<file path="src/hw/rtl/assert_macros.svh">
// assertion macros for the rtl of the auto-gain compressor
// no dependencies; the assertion bodies drop out when SYNTHESIS is defined
`ifndef ASSERT_MACROS_SVH
`define ASSERT_MACROS_SVH

`ifndef SYNTHESIS
`define AAGC_ASSERT(name, clk, rst_n, prop) \
  name: assert property (@(posedge clk) disable iff (!rst_n) prop) \
    else $error("assertion failed");
`define AAGC_ASSERT_NEVER(name, clk, rst_n, prop) \
  name: assert property (@(posedge clk) disable iff (!rst_n) !(prop)) \
    else $error("forbidden condition seen");
`else
`define AAGC_ASSERT(name, clk, rst_n, prop)
`define AAGC_ASSERT_NEVER(name, clk, rst_n, prop)
`endif

`endif

</file>
<file path="src/hw/rtl/aagc_pkg.sv">
// shared types and constants of the ambisonic auto-gain compressor
// no dependencies
package aagc_pkg;

  localparam int unsigned SmpW    = 16;
  localparam int unsigned GainW   = 24;
  localparam int unsigned StepW   = 23;
  localparam int unsigned CfgIdxW = 2;

  // unsigned q2.22 constants
  localparam logic [GainW-1:0] OneQ22  = 24'd4194304;
  localparam logic [GainW-1:0] GainMin = 24'd2097152;
  localparam logic [GainW-1:0] GainMax = 24'd8388608;

  // 2^44 / g: the dividend bits above the 24 quotient bits, i.e. 2^20
  localparam logic [GainW-1:0] RemInit  = 24'd1048576;
  localparam int unsigned      DivSteps = 24;

  localparam logic [StepW-1:0] AttackRst  = 23'd437;
  localparam logic [StepW-1:0] ReleaseRst = 23'd218;

  typedef enum logic [CfgIdxW-1:0] {
    CFG_ENABLE  = 2'd0,
    CFG_ATTACK  = 2'd1,
    CFG_RELEASE = 2'd2
  } cfg_idx_e;

  typedef struct packed {
    logic busy;
    logic done;
  } div_stat_t;

endpackage

</file>
<file path="src/hw/rtl/ambisonic_auto_gain_compressor.sv">
// a frame runs the level, gain, start, div, mul and push states to the output
// register; the next frame waits for the push, behind the bit-serial reciprocal
// (24 steps), the single multiplier reused over four channels and out_stall_i
// reset: gain 1.0, enable 1, attack 437, release 218, no result pending
// depends on aagc_pkg, aagc_recip, aagc_scale and assert_macros.svh
`include "assert_macros.svh"

module ambisonic_auto_gain_compressor (
  input  logic                                  clk_i,
  input  logic                                  rst_ni,
  // config write channel
  input  logic                                  cfg_valid_i,
  output logic                                  cfg_ready_o,
  input  logic        [aagc_pkg::CfgIdxW-1:0]   cfg_idx_i,
  input  logic        [aagc_pkg::StepW-1:0]     cfg_data_i,
  // input frames
  input  logic                                  in_valid_i,
  output logic                                  in_stall_o,
  input  logic signed [aagc_pkg::SmpW-1:0]      in_w_i,
  input  logic signed [aagc_pkg::SmpW-1:0]      in_x_i,
  input  logic signed [aagc_pkg::SmpW-1:0]      in_y_i,
  input  logic signed [aagc_pkg::SmpW-1:0]      in_z_i,
  // output frames
  output logic                                  out_valid_o,
  input  logic                                  out_stall_i,
  output logic signed [aagc_pkg::SmpW-1:0]      out_w_o,
  output logic signed [aagc_pkg::SmpW-1:0]      out_x_o,
  output logic signed [aagc_pkg::SmpW-1:0]      out_y_o,
  output logic signed [aagc_pkg::SmpW-1:0]      out_z_o
);

  typedef enum logic [6:0] {
    ST_IDLE  = 7'b0000001,
    ST_LEVEL = 7'b0000010,
    ST_GAIN  = 7'b0000100,
    ST_START = 7'b0001000,
    ST_DIV   = 7'b0010000,
    ST_MUL   = 7'b0100000,
    ST_PUSH  = 7'b1000000
  } state_e;

  state_e state_q, state_d;

  logic                              enable_q;
  logic [aagc_pkg::StepW-1:0]        attack_q;
  logic [aagc_pkg::StepW-1:0]        release_q;
  logic [aagc_pkg::GainW-1:0]        gain_q, gain_d;
  logic [aagc_pkg::GainW-1:0]        level_q, level_d;
  logic [1:0]                        ch_q, ch_d;
  logic                              out_valid_q, out_valid_d;

  logic signed [aagc_pkg::SmpW-1:0]  smp_q [4];
  logic signed [aagc_pkg::SmpW-1:0]  res_q [4];
  logic signed [aagc_pkg::SmpW-1:0]  out_q [4];

  logic                              in_acc;
  logic                              out_free;
  logic                              div_start;
  logic [aagc_pkg::GainW-1:0]        gain_clamped;
  aagc_pkg::div_stat_t               div_stat;
  logic [aagc_pkg::GainW-1:0]        recip;
  logic signed [aagc_pkg::SmpW-1:0]  scaled;

  logic [16:0]                       mag_w, mag_x, mag_y, mag_z, mag_max;
  logic [16:0]                       mag_sum;
  logic [aagc_pkg::GainW:0]          gain_up;
  logic [aagc_pkg::GainW-1:0]        gain_dist;

  function automatic logic [16:0] mag17(input logic signed [aagc_pkg::SmpW-1:0] s);
    logic [16:0] e;
    e = {s[aagc_pkg::SmpW-1], s};
    return s[aagc_pkg::SmpW-1] ? 17'(-e) : e;
  endfunction

  assign in_acc      = in_valid_i && !in_stall_o;
  assign in_stall_o  = (state_q != ST_IDLE);
  assign out_free    = !out_valid_q || !out_stall_i;
  assign cfg_ready_o = 1'b1;

  // ---------------- config registers ----------------
  always_ff @(posedge clk_i or negedge rst_ni) begin
    if (!rst_ni) begin
      enable_q  <= 1'b1;
      attack_q  <= aagc_pkg::AttackRst;
      release_q <= aagc_pkg::ReleaseRst;
    end else if (cfg_valid_i && cfg_ready_o) begin
      unique case (cfg_idx_i)
        aagc_pkg::CFG_ENABLE:  enable_q  <= cfg_data_i[0];
        aagc_pkg::CFG_ATTACK:  attack_q  <= cfg_data_i;
        aagc_pkg::CFG_RELEASE: release_q <= cfg_data_i;
        default: ;
      endcase
    end
  end

  // ---------------- level estimate ----------------
  assign mag_w = mag17(smp_q[0]);
  assign mag_x = mag17(smp_q[1]);
  assign mag_y = mag17(smp_q[2]);
  assign mag_z = mag17(smp_q[3]);

  always_comb begin
    mag_max = mag_x;
    if (mag_y > mag_max) begin
      mag_max = mag_y;
    end
    if (mag_z > mag_max) begin
      mag_max = mag_z;
    end
  end

  // sum is at most 65536, so it fits 17 bits before the shift into q2.22
  assign mag_sum = mag_w + mag_max;
  assign level_d = enable_q ? {mag_sum, 7'b0} : aagc_pkg::OneQ22;

  // ---------------- attack / release tracking ----------------
  assign gain_up   = {1'b0, gain_q} + {2'b0, attack_q};
  assign gain_dist = gain_q - level_q;

  always_comb begin
    gain_d = gain_q;
    if (level_q > gain_q) begin
      gain_d = (gain_up > {1'b0, level_q}) ? level_q : gain_up[aagc_pkg::GainW-1:0];
    end else if (level_q < gain_q) begin
      gain_d = ({1'b0, release_q} >= gain_dist) ? level_q
                                                : gain_q - {1'b0, release_q};
    end
  end

  always_comb begin
    if (gain_q < aagc_pkg::GainMin) begin
      gain_clamped = aagc_pkg::GainMin;
    end else if (gain_q > aagc_pkg::GainMax) begin
      gain_clamped = aagc_pkg::GainMax;
    end else begin
      gain_clamped = gain_q;
    end
  end

  assign div_start = (state_q == ST_START);

  aagc_recip u_recip (
    .clk_i     (clk_i),
    .rst_ni    (rst_ni),
    .start_i   (div_start),
    .divisor_i (gain_clamped),
    .stat_o    (div_stat),
    .quot_o    (recip)
  );

  aagc_scale u_scale (
    .smp_i   (smp_q[ch_q]),
    .recip_i (recip),
    .res_o   (scaled)
  );

  // ---------------- sequencer ----------------
  always_comb begin
    state_d     = state_q;
    ch_d        = ch_q;
    out_valid_d = out_valid_q && out_stall_i;
    unique case (state_q)
      ST_IDLE: begin
        if (in_acc) begin
          state_d = ST_LEVEL;
        end
      end
      ST_LEVEL: state_d = ST_GAIN;
      ST_GAIN:  state_d = ST_START;
      ST_START: state_d = ST_DIV;
      ST_DIV: begin
        if (div_stat.done) begin
          state_d = ST_MUL;
          ch_d    = 2'd0;
        end
      end
      ST_MUL: begin
        ch_d = ch_q + 2'd1;
        if (ch_q == 2'd3) begin
          state_d = ST_PUSH;
        end
      end
      ST_PUSH: begin
        // hold the finished frame until the output register is free
        if (out_free) begin
          out_valid_d = 1'b1;
          state_d     = ST_IDLE;
        end
      end
      default: state_d = ST_IDLE;
    endcase
  end

  always_ff @(posedge clk_i or negedge rst_ni) begin
    if (!rst_ni) begin
      state_q     <= ST_IDLE;
      ch_q        <= '0;
      out_valid_q <= 1'b0;
      gain_q      <= aagc_pkg::OneQ22;
    end else begin
      state_q     <= state_d;
      ch_q        <= ch_d;
      out_valid_q <= out_valid_d;
      if (state_q == ST_GAIN) begin
        gain_q <= gain_d;
      end
    end
  end

  always_ff @(posedge clk_i) begin
    if (in_acc) begin
      smp_q[0] <= in_w_i;
      smp_q[1] <= in_x_i;
      smp_q[2] <= in_y_i;
      smp_q[3] <= in_z_i;
    end
    if (state_q == ST_LEVEL) begin
      level_q <= level_d;
    end
    if (state_q == ST_MUL) begin
      res_q[ch_q] <= scaled;
    end
    if (state_q == ST_PUSH && out_free) begin
      out_q <= res_q;
    end
  end

  assign out_valid_o = out_valid_q;
  assign out_w_o     = out_q[0];
  assign out_x_o     = out_q[1];
  assign out_y_o     = out_q[2];
  assign out_z_o     = out_q[3];

  // ---------------- assertions ----------------
  `AAGC_ASSERT(a_accept_starts_level, clk_i, rst_ni, in_acc |=> state_q == ST_LEVEL)
  `AAGC_ASSERT(a_div_done_in_div, clk_i, rst_ni, div_stat.done |-> state_q == ST_DIV)
  `AAGC_ASSERT(a_out_from_push, clk_i, rst_ni, $rose(out_valid_q) |-> $past(state_q) == ST_PUSH)
  `AAGC_ASSERT(a_gain_in_range, clk_i, rst_ni, gain_q <= aagc_pkg::GainMax)
  `AAGC_ASSERT_NEVER(a_div_busy_idle, clk_i, rst_ni, div_stat.busy && state_q == ST_IDLE)

endmodule

</file>
<file path="src/hw/rtl/aagc_recip.sv">
// iterative reciprocal unit: floor(2^44 / divisor), one quotient bit per cycle
// depends on aagc_pkg
module aagc_recip (
  input  logic                          clk_i,
  input  logic                          rst_ni,
  input  logic                          start_i,
  input  logic [aagc_pkg::GainW-1:0]    divisor_i,
  output aagc_pkg::div_stat_t           stat_o,
  output logic [aagc_pkg::GainW-1:0]    quot_o
);

  localparam int unsigned CntW = $clog2(aagc_pkg::DivSteps + 1);

  logic                       busy_q, busy_d;
  logic                       done_q, done_d;
  logic [CntW-1:0]            cnt_q, cnt_d;
  logic [aagc_pkg::GainW-1:0] rem_q, rem_d;
  logic [aagc_pkg::GainW-1:0] quot_q, quot_d;
  logic [aagc_pkg::GainW-1:0] div_q;
  logic [aagc_pkg::GainW:0]   rem_sh;
  logic [aagc_pkg::GainW:0]   rem_sub;
  logic                       ge;

  // shared compare/subtract step of the restoring division
  assign rem_sh  = {rem_q, 1'b0};
  assign ge      = rem_sh >= {1'b0, div_q};
  assign rem_sub = rem_sh - {1'b0, div_q};

  always_comb begin
    busy_d = busy_q;
    cnt_d  = cnt_q;
    done_d = 1'b0;
    rem_d  = rem_q;
    quot_d = quot_q;
    if (start_i) begin
      busy_d = 1'b1;
      cnt_d  = CntW'(aagc_pkg::DivSteps);
      rem_d  = aagc_pkg::RemInit;
      quot_d = '0;
    end else if (busy_q) begin
      cnt_d  = cnt_q - CntW'(1);
      rem_d  = ge ? rem_sub[aagc_pkg::GainW-1:0] : rem_sh[aagc_pkg::GainW-1:0];
      quot_d = {quot_q[aagc_pkg::GainW-2:0], ge};
      if (cnt_q == CntW'(1)) begin
        busy_d = 1'b0;
        done_d = 1'b1;
      end
    end
  end

  always_ff @(posedge clk_i or negedge rst_ni) begin
    if (!rst_ni) begin
      busy_q <= 1'b0;
      done_q <= 1'b0;
      cnt_q  <= '0;
    end else begin
      busy_q <= busy_d;
      done_q <= done_d;
      cnt_q  <= cnt_d;
    end
  end

  always_ff @(posedge clk_i) begin
    rem_q  <= rem_d;
    quot_q <= quot_d;
    if (start_i) begin
      div_q <= divisor_i;
    end
  end

  assign stat_o.busy = busy_q;
  assign stat_o.done = done_q;
  assign quot_o      = quot_q;

endmodule

</file>
<file path="src/hw/rtl/aagc_scale.sv">
// shared sample scaler: floor(sample * recip / 2^22), saturated to 16 bits
// depends on aagc_pkg
module aagc_scale (
  input  logic signed [aagc_pkg::SmpW-1:0]  smp_i,
  input  logic        [aagc_pkg::GainW-1:0] recip_i,
  output logic signed [aagc_pkg::SmpW-1:0]  res_o
);

  localparam int unsigned ProdW = aagc_pkg::SmpW + aagc_pkg::GainW + 1;
  localparam int unsigned ShW   = ProdW - 22;

  logic signed [ProdW-1:0] prod;
  logic signed [ShW-1:0]   sh;

  assign prod = ProdW'(smp_i) * ProdW'($signed({1'b0, recip_i}));
  // arithmetic shift gives rounding toward minus infinity
  assign sh   = prod[ProdW-1:22];

  always_comb begin
    if (sh > ShW'(32767)) begin
      res_o = 16'sh7FFF;
    end else if (sh < -ShW'(32768)) begin
      res_o = 16'sh8000;
    end else begin
      res_o = sh[aagc_pkg::SmpW-1:0];
    end
  end

endmodule
</file>
<file path="config.mk">
export PLATFORM = sky130hd
export DESIGN_NAME = ambisonic_auto_gain_compressor
export DESIGN_NICKNAME = d
export VERILOG_FILES = /design/src/hw/rtl/aagc_pkg.sv /design/src/hw/rtl/ambisonic_auto_gain_compressor.sv /design/src/hw/rtl/aagc_recip.sv /design/src/hw/rtl/aagc_scale.sv
export VERILOG_INCLUDE_DIRS = /design/src /design/src/hw/rtl
export SDC_FILE = /design/constraint.sdc
export NUM_CORES = 2
export LEC_CHECK = 0
export BUFFER_PORTS_ARGS = -buffer_cell sky130_fd_sc_hd__buf_2
export CORE_ASPECT_RATIO = 0.6
export CORE_MARGIN = 2
export CORE_UTILIZATION = 50
export CTS_BUF_LIST = sky130_fd_sc_hd__clkbuf_8
export DETAILED_ROUTE_END_ITERATION = 8
export MAX_ROUTING_LAYER = met4
export PLACE_DENSITY = 0.68
export SKIP_CTS_REPAIR_TIMING = 1
export SLEW_MARGIN = 0
export SYNTH_ARGS = -nofsm -noshare
export SYNTH_HDL_FRONTEND = slang
export SYNTH_HIERARCHICAL = 1
export SYNTH_SLANG_ARGS = --single-unit
</file>
<file path="constraint.sdc">
create_clock -name clk_i -period 19.3 [get_ports clk_i]
set_input_delay 1.93 -clock clk_i [delete_from_list [all_inputs] [get_ports clk_i]]
set_output_delay 1.93 -clock clk_i [all_outputs]
set_load 0.01 [all_outputs]
</file>
==> qor.csv <==
metric;value;unit
clockRootBuffer;clkbuf_8;
timing.rr.end;level_q[23];
clkSlewWorstSetupHoldPaths;0.06;ns
fin_nets;4345;
skew;0.0342;ns
worstHoldStart;res_q[39];
areaGrowthSynthToFinish;8.49;%
place_congestion;0.981;
row_count;74;
cts_tree;yes;
antenna_found_initial;3;
multi_input_comb_area;22000;um2
num-fill-cells;6132;
cts_buffers;59;
dp_hpwl;76.8;mm
cts.sink_count;369;
grt_first_pass_wirelength;151;mm
holdPathStages;0;
holdPathEnd;out_x_o[7];
finalMaxSlewViolations;0;
drt_wl_total;98.3;mm
final_antenna_net_count;0;
crit_path_end_kind;register;
ios;161;
r2r-start;smp_q[1][4];
drt_iter0_drc;2931;
drc;0;
dieWidth;344;um
setup_tns;0;ns
drv_cap;0;
finalSetupViolCount;0;
r2r_slack;9.18;ns
cts_max_level;2;
grt_pass1_vias;25200;
grt_max_degree;65;
clockBufferDepth;3;
wl_per_cell;21.4;um
grt-ovfl-total;0;
chipHeight;208;um
status;complete, no violations;
grt_setup_unrepaired;false;
crit_fanout;28;
tightest_slew;1.15;ns
core_area;68200;um2
arrival;10.60;ns
syn_area_per_cell;9.87;um2
crit_required;19.77;ns
start_util;50.7;%
clk_latency;0.73;ns
ff_latch_area;10200;um2
dieArea;71400;um2
yosysWarningCount;6;
min_path_type;register to register;
critPathSlowestCell;a31oi_2;
slew_headroom;23.4;%
cpPeakStageDelay;0.91;ns
vias;26400;
avgViaCountPerCell;5.77;
drive_gt1_share;11.0;%
drt_first_pass_iters;6;
min_period_over_period;52.5;%
critPathKind;register to register;
grt_use_total;28.4;%
hold_viol_final;0;
io_buffer_count;159;
worst_setup_path_start_kind;register;
rr_worst_depth;33;
synth_area;34600;um2
syn_inst;3505;
fin_crit;10.12;ns
crit_top_cell;a21oi_1;
fmax;0.0988;GHz
## area by class of cell
type	instances	area share, %
repair buffers	174	2.43
well taps	912	3.04
diodes	3	0.0200
multi-input cells	2494	58.7
inverters	521	5.21
clock inverters	43	1.04
clock buffers	68	2.49
flip-flops and latches	369	27.1
## routing by layer
layer,routed length [um],GRT usage (%),vias up
met5,0,-,-
met4,1450,4.55,0
met3,13500,10.5,107
met1,49600,46.3,12800
met2,33800,32.2,1376
li1,-,-,12100
## critical path: cells and delay by family, from the launching register on
| family | cells | cell delay [ns] |
|---|---|---|
| adders and majority gates | 3 | 1.05 |
| buffers and inverters | 1 | 0.32 |
| muxes | 1 | 0.36 |
| AOI/OAI and AO/OA | 15 | 4.38 |
| DFF | 1 | 0.47 |
| and+or+nand+nor | 13 | 3.32 |
## flip-flops by register name (all words and copies together), names as in the netlist, 17 cells and up
register	count
u_recip/quot_o	24
release_q	23
level_q	17
smp_q	64
attack_q	23
gain_q	24
u_recip/div_q	24
res_q	64
u_recip/rem_q	24
## stage by stage
step                      hold WS (ns)  area [um2]  utilization [%]  cells  setup WS, ns
after floorplan                  0.400       34600                -   3508         10.66
after global placement           0.401       36200             53.1   4470          9.36
after detailed placement         0.405       36200             53.1   4470          9.34
after CTS                        0.420       37500             55.0   4581          9.31
after global routing             0.425       37500             55.0   4583          8.37
final                            0.419       37500             55.0   4584          9.18
## cells in the final DEF (no fill, tap or decap), drive strengths merged, types with 26 or more instances in the layout
master    n
a21oi   144
clkinv   26
nor2    167
nand3    38
o21ai   135
inv     532
nand4    37
nand2   340
and2    212
mux2     63
ha      322
o21a     26
xnor2    80
dfrtp    74
clkbuf   68
buf     174
fa      310
dfxtp    48
edfxtp  233
a21o     76
mux2i    27
nor3     32
nand2b   30
xor2     64
## how the worst max path moves through the flow
stage	start	to	cells past startpoint
CTS	smp_q[1][4]	level_q[23]	33
floorplan	smp_q[1][4]	level_q[23]	33
finish	smp_q[1][4]	level_q[23]	33
global route	smp_q[1][4]	level_q[23]	33
detailed placement	smp_q[1][4]	level_q[23]	33
global placement	smp_q[1][4]	level_q[23]	33
Power is left out: the tool's default activity adds up to more than one toggle a clock period on the data nets, which glitch-free logic cannot reach.
